[config.mk]
export PLATFORM = sky130hd
export DESIGN_NAME = ots_ctrl
export DESIGN_NICKNAME = d
export VERILOG_FILES = /design/src/ots_pkg.sv /design/src/ots_ctrl.sv
export SDC_FILE = /design/constraint.sdc
export NUM_CORES = 1
export LEC_CHECK = 0
export ABC_AREA = 0
export BUFFER_PORTS_ARGS = -buffer_cell sky130_fd_sc_hd__buf_2
export CAP_MARGIN = 20
export CORE_MARGIN = 2
export CORE_UTILIZATION = 58
export CTS_CLUSTER_SIZE = 28
export DETAILED_ROUTE_END_ITERATION = 6
export PLACE_DENSITY = 0.83
export SKIP_CTS_REPAIR_TIMING = 1
export SLEW_MARGIN = 20
export SYNTH_ARGS = -nofsm -noshare
export SYNTH_HDL_FRONTEND = slang
export SYNTH_SLANG_ARGS = --single-unit
[constraint.sdc]
create_clock -name aclk -period 5.1 [get_ports aclk]
set_clock_uncertainty 0.2 [all_clocks]
set_input_delay 1.02 -clock aclk [delete_from_list [all_inputs] [get_ports aclk]]
set_output_delay 1.02 -clock aclk [all_outputs]
set_load 0.005 [all_outputs]
[src/ots_pkg.sv]
// Shared constants, codes and control types for the subsampled Otsu threshold block.
package ots_pkg;

    // Gray levels and histogram bins
    localparam int GRAY_LEVELS = 256;
    localparam int GRAY_W      = 8;
    localparam int BIN_W       = 19;
    localparam logic [BIN_W-1:0] BIN_MAX = {BIN_W{1'b1}};

    // Raster position and configuration widths
    localparam int DIM_W     = 10;
    localparam int CFG_W     = 11;
    localparam int CFG_IDX_W = 2;

    // Sweep arithmetic widths (exact, no rounding)
    localparam int CNT_W   = 27;   // total count, up to 256 saturated bins
    localparam int SUM_W   = 35;   // weighted sum of levels
    localparam int N_W     = 20;   // width*height/4
    localparam int PROD0_W = 55;   // S0*N
    localparam int DIFF_W  = 62;   // |S0*N - S*C0|
    localparam int SQ_W    = 124;  // squared difference
    localparam int X_W     = 151;  // squared difference times opposite count
    localparam int NUM_W   = 152;  // score numerator
    localparam int DEN_W   = 54;   // score denominator C0*C1
    localparam int MUL_A_W = 152;
    localparam int MUL_B_W = 62;
    localparam int MUL_P_W = 206;

    // Register indexes
    localparam logic [CFG_IDX_W-1:0] REG_WIDTH    = 2'd0;
    localparam logic [CFG_IDX_W-1:0] REG_HEIGHT   = 2'd1;
    localparam logic [CFG_IDX_W-1:0] REG_MIN_GRAY = 2'd2;

    // Register reset values
    localparam logic [CFG_W-1:0]  WIDTH_RESET    = 11'd188;
    localparam logic [CFG_W-1:0]  HEIGHT_RESET   = 11'd120;
    localparam logic [GRAY_W-1:0] MIN_GRAY_RESET = 8'd100;

    // Multiply steps of one candidate evaluation, in issue order
    typedef enum logic [3:0] {
        STEP_A0   = 4'd0,   // S0*N
        STEP_B0   = 4'd1,   // S*C0, then lower difference
        STEP_A1   = 4'd2,   // S1*N
        STEP_B1   = 4'd3,   // S*C1, then upper difference
        STEP_D0SQ = 4'd4,
        STEP_X0   = 4'd5,   // lower square times C1
        STEP_D1SQ = 4'd6,
        STEP_X1   = 4'd7,   // upper square times C0, then numerator
        STEP_DEN  = 4'd8,   // C0*C1
        STEP_LHS  = 4'd9,   // candidate num times best den
        STEP_RHS  = 4'd10   // best num times candidate den, then compare
    } ots_step_t;

    // Controller to datapath commands
    typedef struct packed {
        logic              sweep_init;
        logic              sum_acc;
        logic              upd;
        logic              hist_rd;
        logic              mul_start;
        logic              mul_store;
        logic              clear_hist;
        logic [GRAY_W-1:0] level;
        ots_step_t         step;
    } ots_cmd_t;

    // Datapath to controller status
    typedef struct packed {
        logic mul_done;
        logic qualify;
    } ots_stat_t;

endpackage

[src/ots_ctrl.sv]
// Controller: pixel intake, histogram sweep sequencing and result handshake.
module ots_ctrl import ots_pkg::*; (
    input  logic      aclk,
    input  logic      aresetn,
    input  logic      s_tvalid,
    input  logic      s_tlast,
    output logic      s_tready,
    output logic      m_tvalid,
    input  logic      m_tready,
    output logic      pix_accept,
    output ots_cmd_t  cmd,
    input  ots_stat_t stat
);

    typedef enum logic [9:0] {
        ST_IDLE    = 10'b00_0000_0001,
        ST_WAIT    = 10'b00_0000_0010,
        ST_SUM_RD  = 10'b00_0000_0100,
        ST_SUM_ACC = 10'b00_0000_1000,
        ST_RD      = 10'b00_0001_0000,
        ST_UPD     = 10'b00_0010_0000,
        ST_CHK     = 10'b00_0100_0000,
        ST_MGO     = 10'b00_1000_0000,
        ST_MWAIT   = 10'b01_0000_0000,
        ST_NEXT    = 10'b10_0000_0000
    } ots_state_t;

    ots_state_t        state_reg, state_next;
    logic [GRAY_W-1:0] level_reg, level_next;
    ots_step_t         step_reg, step_next;
    logic              out_valid_reg, out_valid_next;
    ots_step_t         step_succ;
    logic              level_last;

    assign s_tready   = (state_reg == ST_IDLE);
    assign pix_accept = s_tvalid && s_tready;
    assign m_tvalid   = out_valid_reg;
    assign level_last = (level_reg == GRAY_LEVELS[GRAY_W-1:0] - 1'b1);

    // Following multiply step
    always_comb begin
        case (step_reg)
            STEP_A0:   step_succ = STEP_B0;
            STEP_B0:   step_succ = STEP_A1;
            STEP_A1:   step_succ = STEP_B1;
            STEP_B1:   step_succ = STEP_D0SQ;
            STEP_D0SQ: step_succ = STEP_X0;
            STEP_X0:   step_succ = STEP_D1SQ;
            STEP_D1SQ: step_succ = STEP_X1;
            STEP_X1:   step_succ = STEP_DEN;
            STEP_DEN:  step_succ = STEP_LHS;
            default:   step_succ = STEP_RHS;
        endcase
    end

    // Next state and commands
    always_comb begin
        state_next     = state_reg;
        level_next     = level_reg;
        step_next      = step_reg;
        out_valid_next = out_valid_reg;
        cmd            = '0;
        cmd.level      = level_reg;
        cmd.step       = step_reg;
        if (out_valid_reg && m_tready) begin
            out_valid_next = 1'b0;
        end
        unique case (state_reg)
            ST_IDLE: begin
                if (pix_accept && s_tlast) begin
                    state_next = ST_WAIT;
                end
            end
            ST_WAIT: begin
                // last bin write lands here; hold while the old result waits
                if (!out_valid_reg) begin
                    cmd.sweep_init = 1'b1;
                    level_next     = '0;
                    state_next     = ST_SUM_RD;
                end
            end
            ST_SUM_RD: begin
                cmd.hist_rd = 1'b1;
                state_next  = ST_SUM_ACC;
            end
            ST_SUM_ACC: begin
                cmd.sum_acc = 1'b1;
                level_next  = level_reg + 1'b1;
                state_next  = level_last ? ST_RD : ST_SUM_RD;
            end
            ST_RD: begin
                cmd.hist_rd = 1'b1;
                state_next  = ST_UPD;
            end
            ST_UPD: begin
                cmd.upd    = 1'b1;
                state_next = ST_CHK;
            end
            ST_CHK: begin
                // skip candidates with an empty side
                if (stat.qualify) begin
                    step_next  = STEP_A0;
                    state_next = ST_MGO;
                end else begin
                    state_next = ST_NEXT;
                end
            end
            ST_MGO: begin
                cmd.mul_start = 1'b1;
                state_next    = ST_MWAIT;
            end
            ST_MWAIT: begin
                if (stat.mul_done) begin
                    cmd.mul_store = 1'b1;
                    if (step_reg == STEP_RHS) begin
                        state_next = ST_NEXT;
                    end else begin
                        step_next  = step_succ;
                        state_next = ST_MGO;
                    end
                end
            end
            ST_NEXT: begin
                level_next = level_reg + 1'b1;
                if (level_last) begin
                    cmd.clear_hist = 1'b1;
                    out_valid_next = 1'b1;
                    state_next     = ST_IDLE;
                end else begin
                    state_next = ST_RD;
                end
            end
            default: state_next = ST_IDLE;
        endcase
    end

    always_ff @(posedge aclk) begin
        if (!aresetn) begin
            state_reg     <= ST_IDLE;
            level_reg     <= '0;
            step_reg      <= STEP_A0;
            out_valid_reg <= 1'b0;
        end else begin
            state_reg     <= state_next;
            level_reg     <= level_next;
            step_reg      <= step_next;
            out_valid_reg <= out_valid_next;
        end
    end

endmodule

==> impl_metrics.env <==
export IMPL_setup_violations=0
export IMPL_cp_slowest_cell="nor4b_1"
export IMPL_tns_ns=0
export IMPL_cp_start_kind="flop"
export IMPL_maxSlewHeadroom_pct=40.3
export IMPL_crit_buf_inv=1
export IMPL_critPathTopFamily="simple AND/OR/NAND/NOR gates"
export IMPL_wire_per_inst_um=14.3
export IMPL_cts_buffers=3
export IMPL_grt_max_degree=16
export IMPL_nets=209
export IMPL_pre_cts_slack_ns=1.78
export IMPL_period_share_pct=69.4
export IMPL_largest_reg_flops=10
export IMPL_drtPass1Iterations=4
export IMPL_synth_top_area_share_pct=36.3
export IMPL_synthCells=171
export IMPL_dpl_cell_area_sq_mm=0.00164
export IMPL_cts_tree="done"
export IMPL_grt_pass1_wl_mm=5.33
export IMPL_cts_root_buffer="clkbuf_4"
export IMPL_dp_cells=224
export IMPL_yosys_area_top_type="dfxtp_1"
export IMPL_synth_edf_count=0
export IMPL_grt_total_usage_pct=24.5
export IMPL_syn_area_per_cell_sq_um=8.71
export IMPL_worst_slack_ns=1.56
export IMPL_synth_ff_type="dfxtp_1"
export IMPL_async_flop_share_pct=0
export IMPL_layout_area_overhead_vs_synth_pct=11.8
export IMPL_vias=1374
export IMPL_slowest_delay_ns=0.76
export IMPL_synthTopCellsByCount="dfxtp_1, nor2_1, nand2_1"
export IMPL_path_max_fanout=8
export IMPL_critPathKind="reg2out"
export IMPL_p_leak_nw=0.766
export IMPL_cp_cell_sequence="or2_2 -> nor4b_1 -> and3_1 -> buf_2"
export IMPL_wl_mm=3.25
export IMPL_clock_latency_ns=0.32
export IMPL_rsz0062_at_grt="no"
export IMPL_ir_worst_vdd_uv=170
export IMPL_finalCriticalPeriod_ns=3.54
export IMPL_avgViaCountPerCell=6.03
export IMPL_hpwl_mm=2.55
export IMPL_portBuffers=28
export IMPL_start_util_pct=60.7
export IMPL_cp_end_kind="output port"
export IMPL_antenna_cells=0
export IMPL_ys_ff_latch=27
export IMPL_cts_buffer_depth=2
export IMPL_path_clk_slew_ns=0.15
export IMPL_fin_cells=228
export IMPL_hold_violations=0
export IMPL_drt_iter0_drc=15
export IMPL_fp_dieW_um=54.7
export IMPL_tightest_slew_ns=0.883
export IMPL_drcViolationCount=0
export IMPL_layout_drive_gt1_share_pct=22.2
export IMPL_status="complete, no violations"
export IMPL_die_area_sq_mm=0.00299
export IMPL_die_h_um=54.7
export IMPL_ys_warn_count=0
export IMPL_worstPathArrival_ns=2.32
export IMPL_syn_num_nets=181
export IMPL_gp_congestion=0.822
export IMPL_fmax_mhz=282
export IMPL_slew_violations=0
export IMPL_p_per_area_mw_per_mm2=199
export IMPL_seq_area_frac_synth_pct=36.3
export IMPL_postLayoutCellArea_sq_mm=0.00167
export IMPL_overflow=0
export IMPL_grt_pass1_vias=1253
export IMPL_num_rows=18
export IMPL_cts_htree_levels=1
export IMPL_io_pins=29
export IMPL_antenna_found_initial=0
export IMPL_finalPower_mw=0.332
export IMPL_max_cap_violations=0
export IMPL_ant_nets=0
export IMPL_yosysMostFrequentCell="dfxtp_1"
export IMPL_cp_required_ns=3.88
export IMPL_hold_class="reg2reg"
export IMPL_synth_area_leaders="dfxtp_1, nor2_1, xor2_1"
export IMPL_clkSinkCount=27
export IMPL_netlist_area_sq_mm=0.00149
export IMPL_synth_cell_types=49
export IMPL_coreArea_sq_mm=0.00245
-- worst reg2reg max path, stage by stage (launching register included) --
cell and delay [ns]:
dfxtp_1 0.47, nor4b_2 0.48, nand3_1 0.26, nor3_2 0.38, a22o_1 0.24, and2_1 0.21, inv_1 0.06, ha_1 0.28
mux2_2 0.25
-- final cells by class --
class	instances	area (sq um)
Clock inverter	1	5.00
Sequential cell	27	541
Fill cell	204	788
Tap cell	30	37.5
Inverter	8	30.0
Clock buffer	3	22.5
Multi-Input combinational cell	131	891
Timing Repair Buffer	28	140
-- placed cells by master (no fill, tap or decap), types with 3 or more instances in the layout --
master,count
buf_2,28
nand3_1,8
nor2_1,21
dfxtp_1,27
and3_1,3
a22o_1,3
xor2_1,8
or2_2,3
inv_1,8
nand4_1,6
and2_1,6
ha_1,3
o21ai_0,9
nand2_1,10
a21boi_0,3
clkbuf_4,3
nor3_1,3
a21oi_1,5
-- through the flow --
stage | hold WS (ns) | utilization [%]
6_report | 0.341 | 67.9
5_1_grt | 0.385 | 67.9
4_1_cts | 0.344 | 67.9
3_5_place_dp | 0.319 | 66.8
3_3_place_gp | 0.311 | 66.8
2_1_floorplan | 0.307 | -
-- final timing paths --
check                    start           end  slack [ns]  cells after the start
setup / recovery  state_reg[7]       cmd[17]        1.56                      4
hold / removal    level_reg[7]  state_reg[4]        0.34                      2
setup reg to reg  state_reg[9]  step_succ[1]        2.18                      8
hold reg to reg   level_reg[7]  state_reg[4]        0.34                      2
-- report_power, final --
| part | internal, mW | leakage [nW] | switching [mW] |
|---|---|---|---|
| sequential | 0.212 | 0.218 | 0.00161 |
| combinational | 0.00994 | 0.531 | 0.0157 |
| clock | 0.0294 | 0.0177 | 0.0635 |
| total | 0.252 | 0.766 | 0.0808 |
-- layer usage --
metal	up-vias	global-route usage (%)	share of wire [%]
li1	672	-	-
met1	661	30.8	45
met2	37	42.5	50
met3	4	3.01	3.7
met4	0	8.75	1.2
met5	-	0	0
-- kinds of logic after synthesis --
family          Yosys count  synth area share, %
fa+ha+maj                 4                 3.19
flops                    27                 36.3
buf+inv                  13                 3.95
compound gates           31                 14.9
xor+xnor                  9                 5.29
mux                       3                 2.10
simple gates             84                 34.3
(Power assumes the default switching activity.)
